==> src/sv/accdr_pkg.sv <==
// Types and constants shared by the decoder refresh scheduler modules.
package accdr_pkg;

    localparam int ENT_W  = 6;    // width of the entry field
    localparam int ECNT_W = 7;    // width of the entry_count register
    localparam int LCNT_W = 11;   // width of the loco_count register
    localparam int CFG_W  = 11;   // widest configuration register

    localparam logic [3:0] SEQ_LEN = 4'd10;

    // input kinds
    localparam logic [2:0] KIND_TICK  = 3'd0;
    localparam logic [2:0] KIND_WRITE = 3'd1;
    localparam logic [2:0] KIND_BIND  = 3'd2;
    localparam logic [2:0] KIND_FTYPE = 3'd3;
    localparam logic [2:0] KIND_SETF  = 3'd4;

    // packet kinds
    localparam logic [2:0] PK_SPEED  = 3'd0;
    localparam logic [2:0] PK_F0_4   = 3'd1;
    localparam logic [2:0] PK_F5_8   = 3'd2;
    localparam logic [2:0] PK_F9_12  = 3'd3;
    localparam logic [2:0] PK_F13_20 = 3'd4;
    localparam logic [2:0] PK_F21_28 = 3'd5;
    localparam logic [2:0] PK_F29_36 = 3'd6;

    // lowest function number of each gated group
    localparam logic [4:0] TOP_F5  = 5'd5;
    localparam logic [4:0] TOP_F9  = 5'd9;
    localparam logic [4:0] TOP_F13 = 5'd13;
    localparam logic [4:0] TOP_F21 = 5'd21;

    // highest function number of each group but the last
    localparam logic [4:0] GRP_END_1 = 5'd4;
    localparam logic [4:0] GRP_END_2 = 5'd8;
    localparam logic [4:0] GRP_END_3 = 5'd12;
    localparam logic [4:0] GRP_END_4 = 5'd20;
    localparam logic [4:0] GRP_END_5 = 5'd28;

    // configuration register indexes
    localparam logic CFG_ENTRY_COUNT = 1'b0;
    localparam logic CFG_LOCO_COUNT  = 1'b1;

    typedef enum logic [2:0] {
        OP_NONE,
        OP_TICK_IDLE,
        OP_SERVE,
        OP_WRITE,
        OP_UNBIND,
        OP_BIND,
        OP_FTYPE,
        OP_SETF
    } t_op;

    typedef struct packed {
        logic [13:0] addr;
        logic        active;
        logic [4:0]  top;
        logic [31:0] pulse;
        logic [31:0] func;
        logic [3:0]  seq;
        logic        bound;
        logic [9:0]  loco;
    } t_entry;

    typedef struct packed {
        logic [5:0]  entry;
        logic [13:0] dcc_address;
        logic        enable;
        logic [9:0]  loco_number;
        logic        unbind;
        logic [4:0]  function_number;
        logic        flag;
    } t_item;

    typedef struct packed {
        logic        packet_valid;
        logic [2:0]  packet_kind;
        logic [5:0]  served_entry;
        logic [13:0] packet_address;
        logic [9:0]  speed_source_loco;
        logic [31:0] function_bits;
        logic        pulse_reset_request;
        logic        cycle_done;
    } t_result;

    typedef struct packed {
        logic    we;
        t_entry  data;
        t_result res;
    } t_exec_out;

endpackage

==> src/sv/accdr_exec.sv <==
// Read-modify-write unit: new entry contents and the packet for one operation.
module accdr_exec (
    input  accdr_pkg::t_op       i_op,
    input  accdr_pkg::t_item     i_item,
    input  logic [5:0]           i_ent,
    input  accdr_pkg::t_entry    i_rd,
    output accdr_pkg::t_exec_out o_out
);
    import accdr_pkg::*;

    function automatic t_result emit(input logic [2:0] kind, input t_entry ent,
                                     input logic [5:0] idx);
        t_result r;
        r = '0;
        r.packet_valid   = 1'b1;
        r.packet_kind    = kind;
        r.served_entry   = idx;
        r.packet_address = ent.addr;
        if (kind == PK_SPEED) begin
            r.speed_source_loco = ent.loco;
        end else begin
            r.function_bits = ent.func;
        end
        return r;
    endfunction

    logic [31:0] mask;
    logic [3:0]  pos_inc;
    logic [2:0]  group;

    assign mask    = 32'd1 << i_item.function_number;
    assign pos_inc = i_rd.seq + 4'd1;

    always_comb begin
        if (i_item.function_number <= GRP_END_1) begin
            group = PK_F0_4;
        end else if (i_item.function_number <= GRP_END_2) begin
            group = PK_F5_8;
        end else if (i_item.function_number <= GRP_END_3) begin
            group = PK_F9_12;
        end else if (i_item.function_number <= GRP_END_4) begin
            group = PK_F13_20;
        end else if (i_item.function_number <= GRP_END_5) begin
            group = PK_F21_28;
        end else begin
            group = PK_F29_36;
        end
    end

    always_comb begin
        o_out      = '0;
        o_out.data = i_rd;
        case (i_op)
            OP_SERVE: begin
                if (i_rd.active && i_rd.addr != '0) begin
                    o_out.we = 1'b1;
                    if (!i_rd.seq[0]) begin
                        if (i_rd.bound) begin
                            o_out.res = emit(PK_SPEED, i_rd, i_ent);
                        end
                    end else if (i_rd.seq == 4'd1) begin
                        o_out.res = emit(PK_F0_4, i_rd, i_ent);
                    end else if (i_rd.seq == 4'd3) begin
                        if (i_rd.top >= TOP_F5) o_out.res = emit(PK_F5_8, i_rd, i_ent);
                    end else if (i_rd.seq == 4'd5) begin
                        if (i_rd.top >= TOP_F9) o_out.res = emit(PK_F9_12, i_rd, i_ent);
                    end else if (i_rd.seq == 4'd7) begin
                        if (i_rd.top >= TOP_F13) o_out.res = emit(PK_F13_20, i_rd, i_ent);
                    end else if (i_rd.seq == 4'd9) begin
                        if (i_rd.top >= TOP_F21) o_out.res = emit(PK_F21_28, i_rd, i_ent);
                    end
                    o_out.data.seq = (pos_inc >= SEQ_LEN) ? 4'd0 : pos_inc;
                end
            end
            OP_WRITE: begin
                o_out.we          = 1'b1;
                o_out.data.addr   = i_item.dcc_address;
                o_out.data.active = i_item.enable;
            end
            OP_UNBIND: begin
                o_out.we         = 1'b1;
                o_out.data.bound = 1'b0;
            end
            OP_BIND: begin
                o_out.we         = 1'b1;
                o_out.data.bound = 1'b1;
                o_out.data.loco  = i_item.loco_number;
            end
            OP_FTYPE: begin
                o_out.we = 1'b1;
                if (i_rd.top < i_item.function_number) begin
                    o_out.data.top = i_item.function_number;
                end
                o_out.data.pulse = i_item.flag ? (i_rd.pulse | mask) : (i_rd.pulse & ~mask);
            end
            OP_SETF: begin
                o_out.we        = 1'b1;
                o_out.data.func = i_item.flag ? (i_rd.func | mask) : (i_rd.func & ~mask);
                o_out.res       = emit(group, o_out.data, i_ent);
                o_out.res.pulse_reset_request = i_item.flag && ((mask & i_rd.pulse) != '0);
            end
            default: ;
        endcase
    end

endmodule

==> config.mk <==
export PLATFORM = sky130hd
export DESIGN_NAME = accdr_exec
export DESIGN_NICKNAME = d
export VERILOG_FILES = /design/src/sv/accdr_pkg.sv /design/src/sv/accdr_exec.sv
export SDC_FILE = /design/constraint.sdc
export NUM_CORES = 1
export LEC_CHECK = 0
export BUFFER_PORTS_ARGS = -buffer_cell sky130_fd_sc_hd__buf_2
export CAP_MARGIN = 10
export CORE_AREA = 2 2 122 124
export DETAILED_ROUTE_END_ITERATION = 7
export DIE_AREA = 0 0 124 126
export SLEW_MARGIN = 20
export SYNTH_ARGS = -nofsm -noshare
export SYNTH_HDL_FRONTEND = slang
export SYNTH_SLANG_ARGS = --single-unit
==> constraint.sdc <==
create_clock -name vclk -period 2.9
set_input_delay 0.58 -clock vclk [all_inputs]
set_output_delay 0.58 -clock vclk [all_outputs]
set_load 0.01 [all_outputs]
==> results of run 1 <==
-- metal layers --
| layer | track usage | part of all wire | vias to the layer above | wire (um) |
|---|---|---|---|---|
| li1 | - | - | 2623 | - |
| met1 | 0.333 | 0.45 | 2427 | 8680 |
| met2 | 0.361 | 0.46 | 234 | 8940 |
| met3 | 0.0367 | 0.075 | 21 | 1450 |
| met4 | 0.0423 | 0.016 | 0 | 308 |
| met5 | 0 | 0 | - | 0 |
-- placed cells by master (no fill, tap or decap), types with 3 or more instances in the layout --
cell,synthesis,routed
buf_2,10,269
mux2i_1,5,5
a21o_1,4,4
and2_4,19,20
buf_6,2,34
mux2_4,0,4
a22oi_1,3,3
a21oi_1,13,13
and3_1,3,3
and2_1,14,13
o22ai_1,3,3
inv_1,8,6
ha_1,7,4
or3_4,1,4
nand2_1,183,183
ha_4,0,3
o21ai_0,58,24
nand3_1,18,17
buf_4,1,56
mux2_2,56,56
nor2_1,80,79
nand4_1,3,3
nor2b_1,7,6
buf_12,0,5
o21ai_1,2,21
o21ai_2,0,15
-- final cells by class --
cell class,instances,area share
Multi-Input combinational cell,527,0.559
Timing Repair Buffer,367,0.393
Tap cell,184,0.0393
Inverter,10,0.00811
Antenna cell,2,0.000854
-- cells by family after synthesis --
logic type | Yosys count | synth area share
simple gates | 341 | 0.467
compound gates | 108 | 0.205
mux | 66 | 0.231
buf+inv | 49 | 0.0664
fa+ha+maj | 7 | 0.0270
xor+xnor | 1 | 0.00270
other cells | 1 | 0.00116
-- stage by stage --
step                utilization  instances  power, mW  worst slack, ns  TNS (ns)
floorplan                     -        573      0.325          -0.0220   -0.0881
global placement          0.368       1077      0.653          -0.0935     -3.10
detailed placement        0.368       1077      0.655           -0.158     -5.44
CTS                       0.393       1085      0.696          -0.0534    -0.586
global route              0.410       1090      0.799          -0.0794     -2.74
finish                    0.410       1090      0.737          -0.0332    -0.390
-- synthesized netlist by cell type, drive strengths merged, types with 2 or more instances --
cell type	number	area share
nor3b	2	0.0046
o32a	2	0.0062
inv	8	0.0093
clkinv	2	0.0023
o41ai	2	0.0054
nand4	3	0.0058
ha	7	0.027
a21oi	14	0.023
nor4	5	0.0097
nand2b	2	0.0039
nand3	18	0.028
and2	33	0.078
a32oi	2	0.0054
mux2	60	0.21
o21bai	2	0.0058
o221ai	2	0.0054
nor2	80	0.093
and3	3	0.0058
o22ai	3	0.0058
o21a	3	0.0070
nand2	183	0.21
nor2b	7	0.014
mux2i	5	0.015
a21o	4	0.0093
a22oi	3	0.0070
buf	17	0.029
a211oi	2	0.0085
clkbuf	22	0.025
o21ai	60	0.093
-- final timing paths --
path   endpoint  slack [ns]  cells after the start
max   o_out[58]       -0.03                      8
min   o_out[95]        1.44                      4
-- power breakdown --
part	internal [mW]	total, mW	switching [mW]
combinational	0.349	0.737	0.388
clock	0.0000000925	0.0000000925	0
sequential	0	0	0
total	0.349	0.737	0.388
-- repair_timing --
action / CTS / global route
endpoints found under the setup margin: 56 / 59
gates cloned: 4 / 1
gates resized for setup: 49 / 86
pin swaps: 33 / 37
buffers inserted: 4 / 4
hold buffers: 0 / 0
==> results_dict.tcl, run 1 <==
set metrics [dict create \
    status "complete, but fails checks" \
    violations "negative setup slack" \
    multi_input_area_mm2 0.00328 \
    min_period_ns 2.93 \
    cp_num_buf_inv 2 \
    syn_nets 726 \
    worst_pin_slew_ns 0.510 \
    drtIter0Drc 340 \
    final_max_slew_viol_count 0 \
    path_max_fanout 7 \
    peakVddDrop_uv 78.5 \
    path_cells "buf_6, o21a_4, o311a_4, o21bai_4, a21oi_4, or3_4, and2_4, buf_6" \
    start_util 0.226 \
    io_buffers 306 \
    num_rows 44 \
    startpoint_type "input port" \
    synth_area_mm2 0.00324 \
    fin_crit_sh 1.01 \
    total_leakage_power_nw 3.08 \
    syn_avg_cell_area_um2 5.65 \
    core_area_mm2 0.0143 \
    vias_per_cell 4.87 \
    die_h_um 126 \
    hold_path.class "in -> out" \
    place_area_mm2 0.00527 \
    clock_buffers 0 \
    drt_pass1_iterations 5 \
    grt_pass1_wl_mm 28.1 \
    fill_cells 1578 \
    path_delay_family "compound AO/OA/AOI/OAI gates" \
    hold_ws_ns 1.44 \
    ant_nets 0 \
    dpl.hpwl_mm 15.2 \
    setup_viol_count_final 21 \
    gp_congestion 0.874 \
    area_delta_synth_final_pct 81.0 \
    dieWidth_um 124 \
    crit_arrival_ns 2.35 \
    grt_max_degree 30 \
    yosysUniqueCellTypes 55 \
    dr_total_vias 5305 \
    nets 1059 \
    grt_pass1_vias 4899 \
    hold_viol 0 \
    ios 314 \
    die_area_mm2 0.0156 \
    slowest_delay_ns 0.46 \
    critical_path.startpoint "i_rd[79]" \
    drc_errors 0 \
    final_cell_area_mm2 0.00586 \
    slew-limit-headroom 0.659 \
    seq_cells 0 \
    end_kind "primary output" \
    worstPathRequired_ns 2.32 \
    overflow 0 \
    rsz0062_at_grt "yes" \
    antenna_found_initial 3 \
    criticalPathCategory "in -> out" \
    track_usage 0.230 \
    ys_warn_count 0 \
    register_area_um2 0 \
    wire_per_inst_um 17.8 \
    path_common_cell "buf_6" \
    drive_above_1_share 0.540 \
    drv_cap 0 \
    cp_slowest_cell "or3_4" \
    fmax_mhz 341 \
    fin_ws_ns -0.0332 \
    power_density_mw_per_mm2 126 \
    synth_seq_area_share 0 \
    hold_path_startpoint "i_rd[27]" \
    syn_inst 573 \
    drt-total-wl_mm 19.4 \
]
Power figures use the tool's default switching activity.
==> run 2, diff against run 1 <==
- CELL_PAD_IN_SITES_DETAIL_PLACEMENT: unset -> 2
- CELL_PAD_IN_SITES_GLOBAL_PLACEMENT: unset -> 2
- CORE_AREA: 2 2 122 124 -> unset
- CORE_ASPECT_RATIO: unset -> 0.5
- CORE_UTILIZATION: unset -> 14
- DIE_AREA: 0 0 124 126 -> unset
- PLACE_DENSITY_LB_ADDON: unset -> 0.1
==> results_dict.tcl, run 2 (synthesis results as in run 1) <==
set metrics [dict create \
    drc_errors 0 \
    final_cell_mix "buf_2 (291), nand2_1 (182), nor2_1 (79)" \
    die_h_um 110 \
    vias_per_cell 4.46 \
    switching_power_mw 0.398 \
    final_common_cell "buf_2" \
    nets 1066 \
    final_max_slew_viol_count 0 \
    io_buffers 306 \
    clockPowerShare 0 \
    total_leakage_power_nw 3.08 \
    dr_total_vias 5406 \
    fin_crit_sh 0.996 \
    power_mw 0.729 \
    grt_pass1_vias 5900 \
    startpoint_type "input port" \
    setup_viol_count_final 0 \
    fmax_mhz 346 \
    grt_pass1_wl_mm 34.5 \
    power_frac_seq 0 \
    num_rows 38 \
    final_util 0.264 \
    grt_max_degree 40 \
    combinationalPowerShare 1.000 \
    track_usage 0.187 \
    end_kind "primary output" \
    area_delta_synth_final_pct 80.7 \
    dpl.hpwl_mm 19.3 \
    drv_cap 0 \
    overflow 0 \
    place_ws_ns -0.198 \
    register_area_um2 0 \
    gp_congestion 0.801 \
    die_area_mm2 0.0238 \
    drt_pass1_iterations 4 \
    drt-total-wl_mm 23.2 \
    start_util 0.146 \
    hold_path.class "in -> out" \
    antenna_found_initial 3 \
    ios 314 \
    status "finished, final reports clean" \
    crit_arrival_ns 2.31 \
    hold_viol 0 \
    place_area_mm2 0.00551 \
    num_antenna_cells 0 \
    power_density_mw_per_mm2 124 \
    criticalPathCategory "in -> out" \
    swShare 0.546 \
    core_area_mm2 0.0222 \
    peakVddDrop_uv 47.1 \
    seq_cells 0 \
    dieWidth_um 217 \
    clock_buffers 0 \
    final_cell_area_mm2 0.00585 \
    path_max_fanout 5 \
    worstPathRequired_ns 2.32 \
    wire_per_inst_um 19.1 \
    rsz0062_at_grt "yes" \
    fin_ws_ns 0.0116 \
    drive_above_1_share 0.523 \
    drtIter0Drc 138 \
    min_period_ns 2.89 \
    ant_nets 0 \
    p_int_mw 0.331 \
]
-- run 2: cell count changes in the layout (fill, tap and decap cells not counted), sizes merged --
cell	delta
or3	-1
clkbuf	-1
buf	+9
diode	-2
-- run 2: stage by stage --
stage / TNS (ns) / cells / hold slack (ns)
2_1_floorplan: -0.0881 / 573 / 1.27
3_3_place_gp: -4.71 / 1202 / 1.45
3_5_place_dp: -7.21 / 1202 / 1.45
4_1_cts: -0.105 / 1209 / 1.45
5_1_grt: -0.747 / 1211 / 1.47
6_report: 0 / 1211 / 1.45
-- run 2: final cells by class --
type	instances	area, um2
well taps	300	375
multi-input cells	526	3190
fillers	2798	16300
inverters	10	42.5
repair buffers	375	2250
-- run 2: power groups by stage --
stage / Combinational [mW] / Clock [mW] / Sequential (mW)
6_report: 0.729 / 0 / 0
5_1_grt: 0.798 / 0 / 0
4_1_cts: 0.730 / 0 / 0
3_5_place_dp: 0.703 / 0 / 0
3_3_place_gp: 0.693 / 0 / 0
2_1_floorplan: 0.325 / 0 / 0
-- run 2: what timing repair did --
action                                  CTS  global route
buffers inserted                          5             2
gates resized for setup                  35            25
hold buffers                              0             0
endpoints found under the setup margin   58            59
pin swaps                                19            16
cloned                                    2             0
-- run 2: critical path, stage by stage --
cell      delay (ns)
buf_8           0.10
o21a_1          0.21
o311a_1         0.34
o21bai_4        0.16
a21oi_4         0.09
buf_6           0.13
or3_4           0.41
and2_4          0.15
buf_6           0.11
-- run 2: final timing paths --
kind,startpoint,endpoint,cells past startpoint
max,i_rd[79],o_out[50],9
min,i_rd[35],o_out[103],4
-- run 2: per-layer routing --
metal	routed length [um]	up-vias	GRT usage
met5	11	-	0
met4	128	2	0.0136
met3	1060	10	0.0246
met2	12200	143	0.369
met1	9780	2620	0.225
li1	-	2631	-
