**src/sv/accdr_pkg.sv**
```systemverilog
// Types and constants shared by the decoder refresh scheduler modules.
package accdr_pkg;

    localparam int ENT_W  = 6;    // width of the entry field
    localparam int ECNT_W = 7;    // width of the entry_count register
    localparam int LCNT_W = 11;   // width of the loco_count register
    localparam int CFG_W  = 11;   // widest configuration register

    localparam logic [3:0] SEQ_LEN = 4'd10;

    // input kinds
    localparam logic [2:0] KIND_TICK  = 3'd0;
    localparam logic [2:0] KIND_WRITE = 3'd1;
    localparam logic [2:0] KIND_BIND  = 3'd2;
    localparam logic [2:0] KIND_FTYPE = 3'd3;
    localparam logic [2:0] KIND_SETF  = 3'd4;

    // packet kinds
    localparam logic [2:0] PK_SPEED  = 3'd0;
    localparam logic [2:0] PK_F0_4   = 3'd1;
    localparam logic [2:0] PK_F5_8   = 3'd2;
    localparam logic [2:0] PK_F9_12  = 3'd3;
    localparam logic [2:0] PK_F13_20 = 3'd4;
    localparam logic [2:0] PK_F21_28 = 3'd5;
    localparam logic [2:0] PK_F29_36 = 3'd6;

    // lowest function number of each gated group
    localparam logic [4:0] TOP_F5  = 5'd5;
    localparam logic [4:0] TOP_F9  = 5'd9;
    localparam logic [4:0] TOP_F13 = 5'd13;
    localparam logic [4:0] TOP_F21 = 5'd21;

    // highest function number of each group but the last
    localparam logic [4:0] GRP_END_1 = 5'd4;
    localparam logic [4:0] GRP_END_2 = 5'd8;
    localparam logic [4:0] GRP_END_3 = 5'd12;
    localparam logic [4:0] GRP_END_4 = 5'd20;
    localparam logic [4:0] GRP_END_5 = 5'd28;

    // configuration register indexes
    localparam logic CFG_ENTRY_COUNT = 1'b0;
    localparam logic CFG_LOCO_COUNT  = 1'b1;

    typedef enum logic [2:0] {
        OP_NONE,
        OP_TICK_IDLE,
        OP_SERVE,
        OP_WRITE,
        OP_UNBIND,
        OP_BIND,
        OP_FTYPE,
        OP_SETF
    } t_op;

    typedef struct packed {
        logic [13:0] addr;
        logic        active;
        logic [4:0]  top;
        logic [31:0] pulse;
        logic [31:0] func;
        logic [3:0]  seq;
        logic        bound;
        logic [9:0]  loco;
    } t_entry;

    typedef struct packed {
        logic [5:0]  entry;
        logic [13:0] dcc_address;
        logic        enable;
        logic [9:0]  loco_number;
        logic        unbind;
        logic [4:0]  function_number;
        logic        flag;
    } t_item;

    typedef struct packed {
        logic        packet_valid;
        logic [2:0]  packet_kind;
        logic [5:0]  served_entry;
        logic [13:0] packet_address;
        logic [9:0]  speed_source_loco;
        logic [31:0] function_bits;
        logic        pulse_reset_request;
        logic        cycle_done;
    } t_result;

    typedef struct packed {
        logic    we;
        t_entry  data;
        t_result res;
    } t_exec_out;

endpackage

```
**src/sv/accdr_seq.sv**
```systemverilog
// Sequencer: decodes a word, drives table reads and writes, walks entries on bind.
module accdr_seq #(
    parameter int ENTRIES = 64,
    parameter int EW      = 6
) (
    input  logic                     i_clk,
    input  logic                     i_rst_n,
    input  logic [accdr_pkg::ECNT_W-1:0] i_entry_count,
    input  logic [accdr_pkg::LCNT_W-1:0] i_loco_count,
    input  logic                     i_in_valid,
    output logic                     o_in_ready,
    input  logic [2:0]               i_kind,
    input  accdr_pkg::t_item         i_item,
    output logic                     o_out_valid,
    input  logic                     i_out_ready,
    output accdr_pkg::t_result       o_out,
    output logic                     o_rd_en,
    output logic [EW-1:0]            o_rd_addr,
    input  accdr_pkg::t_entry        i_rd_data,
    output logic                     o_wr_en,
    output logic [EW-1:0]            o_wr_addr,
    output accdr_pkg::t_entry        o_wr_data,
    output accdr_pkg::t_op           o_op,
    output accdr_pkg::t_item         o_item,
    output logic [5:0]               o_ent,
    input  accdr_pkg::t_exec_out     i_exec
);
    import accdr_pkg::*;

    localparam int NW = $clog2(ENTRIES + 1);
    localparam int CW = (NW > ECNT_W) ? NW : ECNT_W;
    localparam int XW = (EW > ENT_W) ? EW : ENT_W;

    typedef enum logic [1:0] {S_IDLE, S_DECODE, S_WALK, S_EXEC} t_state;

    t_state        r_state, n_state;
    t_item         r_item, n_item;
    logic [2:0]    r_kind, n_kind;
    t_op           r_op, n_op;
    logic [EW-1:0] r_idx, n_idx;
    logic [EW-1:0] r_i, n_i;
    logic [1:0]    r_phase, n_phase;
    logic [EW-1:0] r_next, n_next;
    logic          r_out_valid, n_out_valid;
    t_result       r_out, n_out;

    logic [CW-1:0] in_use;
    logic [CW-1:0] next_inc;
    logic [CW-1:0] walk_inc;
    logic          ent_ok;
    logic [XW-1:0] ent_x;
    logic [EW-1:0] ent_idx;
    logic [XW-1:0] idx_x;
    logic          out_free;

    assign in_use   = (CW'(i_entry_count) < CW'(ENTRIES)) ? CW'(i_entry_count) : CW'(ENTRIES);
    assign next_inc = CW'(r_next) + CW'(1);
    assign walk_inc = CW'(r_i) + CW'(1);
    assign ent_ok   = CW'(r_item.entry) < CW'(ENTRIES);
    assign ent_x    = XW'(r_item.entry);
    assign ent_idx  = ent_x[EW-1:0];
    assign idx_x    = XW'(r_idx);
    assign out_free = !r_out_valid || i_out_ready;

    assign o_in_ready  = i_rst_n && (r_state == S_IDLE);
    assign o_out_valid = r_out_valid;
    assign o_out       = r_out;
    assign o_op        = r_op;
    assign o_item      = r_item;
    assign o_ent       = idx_x[5:0];

    always_comb begin
        n_state     = r_state;
        n_item      = r_item;
        n_kind      = r_kind;
        n_op        = r_op;
        n_idx       = r_idx;
        n_i         = r_i;
        n_phase     = r_phase;
        n_next      = r_next;
        n_out_valid = r_out_valid;
        n_out       = r_out;
        o_rd_en     = 1'b0;
        o_rd_addr   = r_idx;
        o_wr_en     = 1'b0;
        o_wr_addr   = r_i;
        o_wr_data   = i_rd_data;
        o_wr_data.bound = 1'b0;

        if (r_out_valid && i_out_ready) begin
            n_out_valid = 1'b0;
        end

        case (r_state)
            S_IDLE: begin
                if (i_in_valid) begin
                    n_item  = i_item;
                    n_kind  = i_kind;
                    n_state = S_DECODE;
                end
            end
            S_DECODE: begin
                n_state = S_EXEC;
                n_op    = OP_NONE;
                n_idx   = ent_idx;
                case (r_kind)
                    KIND_TICK: begin
                        if (r_phase == 2'd0 && CW'(r_next) < in_use) begin
                            n_op      = OP_SERVE;
                            n_idx     = r_next;
                            o_rd_en   = 1'b1;
                            o_rd_addr = r_next;
                        end else begin
                            n_op = OP_TICK_IDLE;
                        end
                    end
                    KIND_WRITE, KIND_FTYPE, KIND_SETF: begin
                        if (ent_ok) begin
                            case (r_kind)
                                KIND_WRITE: n_op = OP_WRITE;
                                KIND_FTYPE: n_op = OP_FTYPE;
                                default:    n_op = OP_SETF;
                            endcase
                            o_rd_en   = 1'b1;
                            o_rd_addr = ent_idx;
                        end
                    end
                    KIND_BIND: begin
                        if (ent_ok) begin
                            if (r_item.unbind) begin
                                n_op      = OP_UNBIND;
                                o_rd_en   = 1'b1;
                                o_rd_addr = ent_idx;
                            end else if (LCNT_W'(r_item.loco_number) < i_loco_count) begin
                                n_op    = OP_BIND;
                                o_rd_en = 1'b1;
                                if (in_use != '0) begin
                                    // clear this loco from every other entry in use first
                                    o_rd_addr = '0;
                                    n_i       = '0;
                                    n_state   = S_WALK;
                                end else begin
                                    o_rd_addr = ent_idx;
                                end
                            end
                        end
                    end
                    default: ;
                endcase
            end
            S_WALK: begin
                if (i_rd_data.bound && i_rd_data.loco == r_item.loco_number && r_i != r_idx) begin
                    o_wr_en = 1'b1;
                end
                o_rd_en = 1'b1;
                if (walk_inc < in_use) begin
                    o_rd_addr = r_i + EW'(1);
                    n_i       = r_i + EW'(1);
                end else begin
                    o_rd_addr = r_idx;
                    n_state   = S_EXEC;
                end
            end
            S_EXEC: begin
                if (out_free) begin
                    o_wr_en     = i_exec.we;
                    o_wr_addr   = r_idx;
                    o_wr_data   = i_exec.data;
                    n_out       = i_exec.res;
                    n_out_valid = 1'b1;
                    n_state     = S_IDLE;
                    if (r_op == OP_SERVE || r_op == OP_TICK_IDLE) begin
                        n_phase          = r_phase + 2'd1;
                        n_out.cycle_done = 1'b1;
                        if (r_op == OP_SERVE) begin
                            if (next_inc >= in_use) begin
                                n_next = '0;
                            end else begin
                                n_next           = next_inc[EW-1:0];
                                n_out.cycle_done = 1'b0;
                            end
                        end else if (r_phase == 2'd0) begin
                            n_next = '0;
                        end
                    end
                end
            end
            default: n_state = S_IDLE;
        endcase
    end

    always_ff @(posedge i_clk) begin
        if (!i_rst_n) begin
            r_state     <= S_IDLE;
            r_item      <= '0;
            r_kind      <= KIND_TICK;
            r_op        <= OP_NONE;
            r_idx       <= '0;
            r_i         <= '0;
            r_phase     <= 2'd0;
            r_next      <= '0;
            r_out_valid <= 1'b0;
            r_out       <= '0;
        end else begin
            r_state     <= n_state;
            r_item      <= n_item;
            r_kind      <= n_kind;
            r_op        <= n_op;
            r_idx       <= n_idx;
            r_i         <= n_i;
            r_phase     <= n_phase;
            r_next      <= n_next;
            r_out_valid <= n_out_valid;
            r_out       <= n_out;
        end
    end

endmodule

```
**config.mk**
```make
export PLATFORM = sky130hd
export DESIGN_NAME = accdr_seq
export DESIGN_NICKNAME = d
export VERILOG_FILES = /design/src/sv/accdr_pkg.sv /design/src/sv/accdr_seq.sv
export SDC_FILE = /design/constraint.sdc
export NUM_CORES = 1
export LEC_CHECK = 0
export BUFFER_PORTS_ARGS = -buffer_cell sky130_fd_sc_hd__buf_2
export CAP_MARGIN = 25
export CELL_PAD_IN_SITES_DETAIL_PLACEMENT = 1
export CELL_PAD_IN_SITES_GLOBAL_PLACEMENT = 1
export CORE_AREA = 2 2 217 219
export CTS_CLUSTER_DIAMETER = 50
export CTS_CLUSTER_SIZE = 28
export DETAILED_ROUTE_END_ITERATION = 8
export DIE_AREA = 0 0 219 221
export PLACE_DENSITY = 0.54
export SYNTH_ARGS = -nofsm -noshare
export SYNTH_HDL_FRONTEND = slang
export SYNTH_SLANG_ARGS = --single-unit
```
**constraint.sdc**
```tcl
create_clock -name i_clk -period 6.83 [get_ports i_clk]
set_input_delay 1.0245 -clock i_clk [delete_from_list [all_inputs] [get_ports i_clk]]
set_output_delay 1.0245 -clock i_clk [all_outputs]
set_load 0.01 [all_outputs]
```
==> metrics <==
status=finished, final reports clean; maxcap violations=0; placed cell areas=10900 um2; internal power=2.00 mW; DIE AREA=48400 um2; Cell Area, Synth=7530 um2; P per Cell Area=299 nW/um2; final-report setup violation count=0; Peak supply drop=0.173 mV; router iterations before antenna repair=4; DR vias/cell=4.26; Hold/Removal Path Class=reg2reg; worst r2r src=r_i[0]$_SDFFE_PN0P_; crit path max fanout=12; P_sw=1.46 mW; CTS tree=yes; Worst Hold Path EP=o_out[58]$_SDFFE_PN0P_; Top FF cell, synth=dfxtp_1; share of cells above drive strength 1=37.1%; Port Buf Inserts=559; Yosys reg bits=135; area grow syn2layout=53.6%; first-pass GRT wire length=64100 um; placed insts=2222; met2 wire len=21700 um; routed wire length per instance=19.8 um; WS Path Type=in2out; fin. max-slew vios=0; final hold slack=0.452 ns; Leak=5.85 nW; final WL=44800 um; Final Cycle Share=70.4%; RSZ-0062 raised after global routing=false; syn nets=1489; via count=9632; total setup buffers inserted after CTS=0; element type at the critical path start=input pin; Congestion Overflow GR=0; Clock Path Buffers=2; Post-synth EDFFs=0; initial core utilization=16.3%; clk slew on worst S/H paths=0.07 ns; GPL Wtd Cong=0.863; worst r2r dst=r_state[0]$_SDFFE_PN0P_; die height=221 um; CP cell instances=buf_2 > inv_1 > nand2_1 > ha_1 > a21oi_1 > o21ai_1 > a21o_1 > a41oi_1 > and2_1 > a32oi_1 > o211ai_1 > buf_2; worst reg2reg path depth=10; cts hold-fix bufs=0; Core Util, Final=25.1%; Worst Tran Pin Value=0.884 ns; Largest stage delay, worst path=0.61 ns; CP arrival=3.78 ns; crit path max-delay cell type=and2_1; worst skew pair latency=0.46 ns; DP Wirelength=35800 um; H-tree depth=4; Final Cell Area=11600 um2; Buffers & Inverters on Critical Path=3; Die Wd=219 um; Sequential Power Share=30.0%; metal1 wirelength=17900 um; DR iter-0 viols=393; initial antenna violation count=15; met3 routed WL=3580 um; final hold vios=0; GRT Total Usage=17.9%; slew margin rel.=41.1%; TritonCTS Sinks=135; Final ANT Viol Nets=0; total CTS buffers=17; hold depth=2; Clock power frac=28.5%; critical path capture point type=output port; vias in the first global route=9666; Ports=560; root buffer cell=clkbuf_16; Setup Skew=0.0126 ns; post_cts resized=0; FMAX=0.208 GHz; switching share of power=42.3%; Layout Nets=2001; Max Used Layer=met5; Residual DRC=0; Worst EP required=5.81 ns; pin count of the biggest net entering global routing=131; Synth async-reset ratio=0%; Yosys cell types=54; hold path startpoint=o_out[58]$_SDFFE_PN0P_; Worst path top cell family by delay=compound AO/OA/AOI/OAI gates; Total Neg Setup Slack=0 ns; sequential fraction of the synthesis area=35.9%; post-route insts no fill=2260; combinational share of power=41.5%; row cnt=79; Core ar.=46100 um2; Syn Inst Count=1123; fin crit period=4.81 ns; YS warnings=0; mean post-synth cell area=6.71 um2; r2r setup slk=3.69 ns; most used cell, CP=buf_2
final cells by class:
cell class / count / area (um2)
Inverter: 26 / 100
Antenna cell: 5 / 12.5
Fill cell: 5895 / 34500
Clock inverter: 13 / 159
Tap cell: 607 / 759
Sequential cell: 135 / 2700
Clock buffer: 19 / 453
Timing Repair Buffer: 565 / 2910
Multi-Input combinational cell: 890 / 4470
stage by stage:
| step | power [mW] | worst slack, ns |
|---|---|---|
| 2_1_floorplan | 1.79 | 2.80 |
| 3_3_place_gp | 2.46 | 2.07 |
| 3_5_place_dp | 2.50 | 2.03 |
| 4_1_cts | 3.53 | 2.02 |
| 5_1_grt | 3.69 | 1.81 |
| 6_report | 3.46 | 2.02 |
placed cells by master, fill, tap and decap left out, types with 5 or more instances in the layout:
master	n
a211oi_1	9
a21oi_1	124
a22o_1	7
a32oi_1	5
and3_1	7
buf_2	559
clkbuf_16	18
dfxtp_1	135
diode_2	5
ha_1	36
inv_1	25
mux2i_1	10
nand2_1	537
nand2b_1	7
nand3_1	15
nor2_1	20
nor3_1	5
o211ai_1	9
o21ai_0	17
xnor2_1	19
xor2_1	6
state kept, by name, indices dropped and copies added (netlist names):
| name | cells |
|---|---|
| ent_idx | 6 |
| o_ent | 6 |
| o_item | 32 |
| o_op | 3 |
| o_out | 68 |
| o_out_valid | 1 |
| r_i | 6 |
| r_kind | 3 |
| r_next | 6 |
| r_phase | 2 |
| r_state | 2 |
worst max path at each step:
stage,start,to,slack (ns),cells past startpoint
floorplan,i_entry_count[6],o_rd_addr[0],2.80,10
detailed placement,i_entry_count[6],o_rd_addr[1],2.03,12
finish,i_entry_count[6],o_rd_addr[4],2.02,12
global route,i_entry_count[6],o_rd_addr[5],1.81,12
CTS,i_entry_count[6],o_rd_addr[3],2.02,12
global placement,i_entry_count[6],o_rd_addr[4],2.07,12
worst register-to-register path, cell delays in order (launching register included):
cell and delay, ns:
dfxtp_1 0.52, ha_1 0.29, nand3_1 0.14, xnor2_1 0.35, ha_1 0.23, nor3_1 0.07, o211ai_1 0.12, o211ai_1 0.21
a222oi_1 0.60, o21ai_0 0.18, a221oi_1 0.32
power groups by stage:
stage	Combinational (mW)	Clock [mW]	Sequential, mW
4_1_cts	1.46	1.03	1.04
5_1_grt	1.59	1.05	1.06
2_1_floorplan	0.742	0	1.05
6_report	1.44	0.987	1.04
3_3_place_gp	1.41	0	1.05
3_5_place_dp	1.45	0	1.05
synthesized netlist by cell type, types with 2 or more instances:
cell type	n	area share (%)
buf_1	11	0.55
nor2_1	20	1.0
nand3b_1	2	0.20
o21a_1	2	0.20
nand3_1	15	1.0
nand2_1	539	27
o211ai_1	9	0.90
o21ai_0	17	1.1
mux2i_1	10	1.3
a211oi_1	9	0.90
a22oi_1	2	0.20
and2_1	6	0.50
a22o_1	7	0.81
nand4_1	3	0.25
mux2_2	3	0.45
xor2_1	6	0.70
a21o_1	4	0.40
nand2b_1	7	0.58
o2111ai_1	2	0.23
and3_1	7	0.58
xnor2_1	19	2.2
nand4b_1	2	0.23
clkbuf_1	60	3.0
inv_1	25	1.2
nor3_1	5	0.33
dfxtp_1	135	36
nor2b_1	4	0.33
a31oi_1	4	0.33
ha_1	36	6.0
a32oi_1	5	0.58
a21oi_1	124	8.2
per-layer routing:
layer | GRT usage, % | vias up
met5 | 0 | -
met4 | 7.87 | 14
met3 | 5.35 | 59
met2 | 30.7 | 341
met1 | 20.3 | 4519
li1 | - | 4699
logic make-up (layout without fill, tap and decap cells):
kind of cell             count (synthesis)  count (layout)  share of synthesized area [%]
AO/OA/AOI/OAI                          199             199                           15.8
AND/OR/NAND/NOR                        617             617                           32.7
XOR/XNOR                                25              25                           2.91
adder cells (fa/ha/maj)                 36              36                           5.98
flip-flops                             135             135                           35.9
buffers and inverters                   98             623                           4.94
multiplexers                            13              13                           1.78
other                                    0               5                              0
Power figures use the tool's default switching activity.
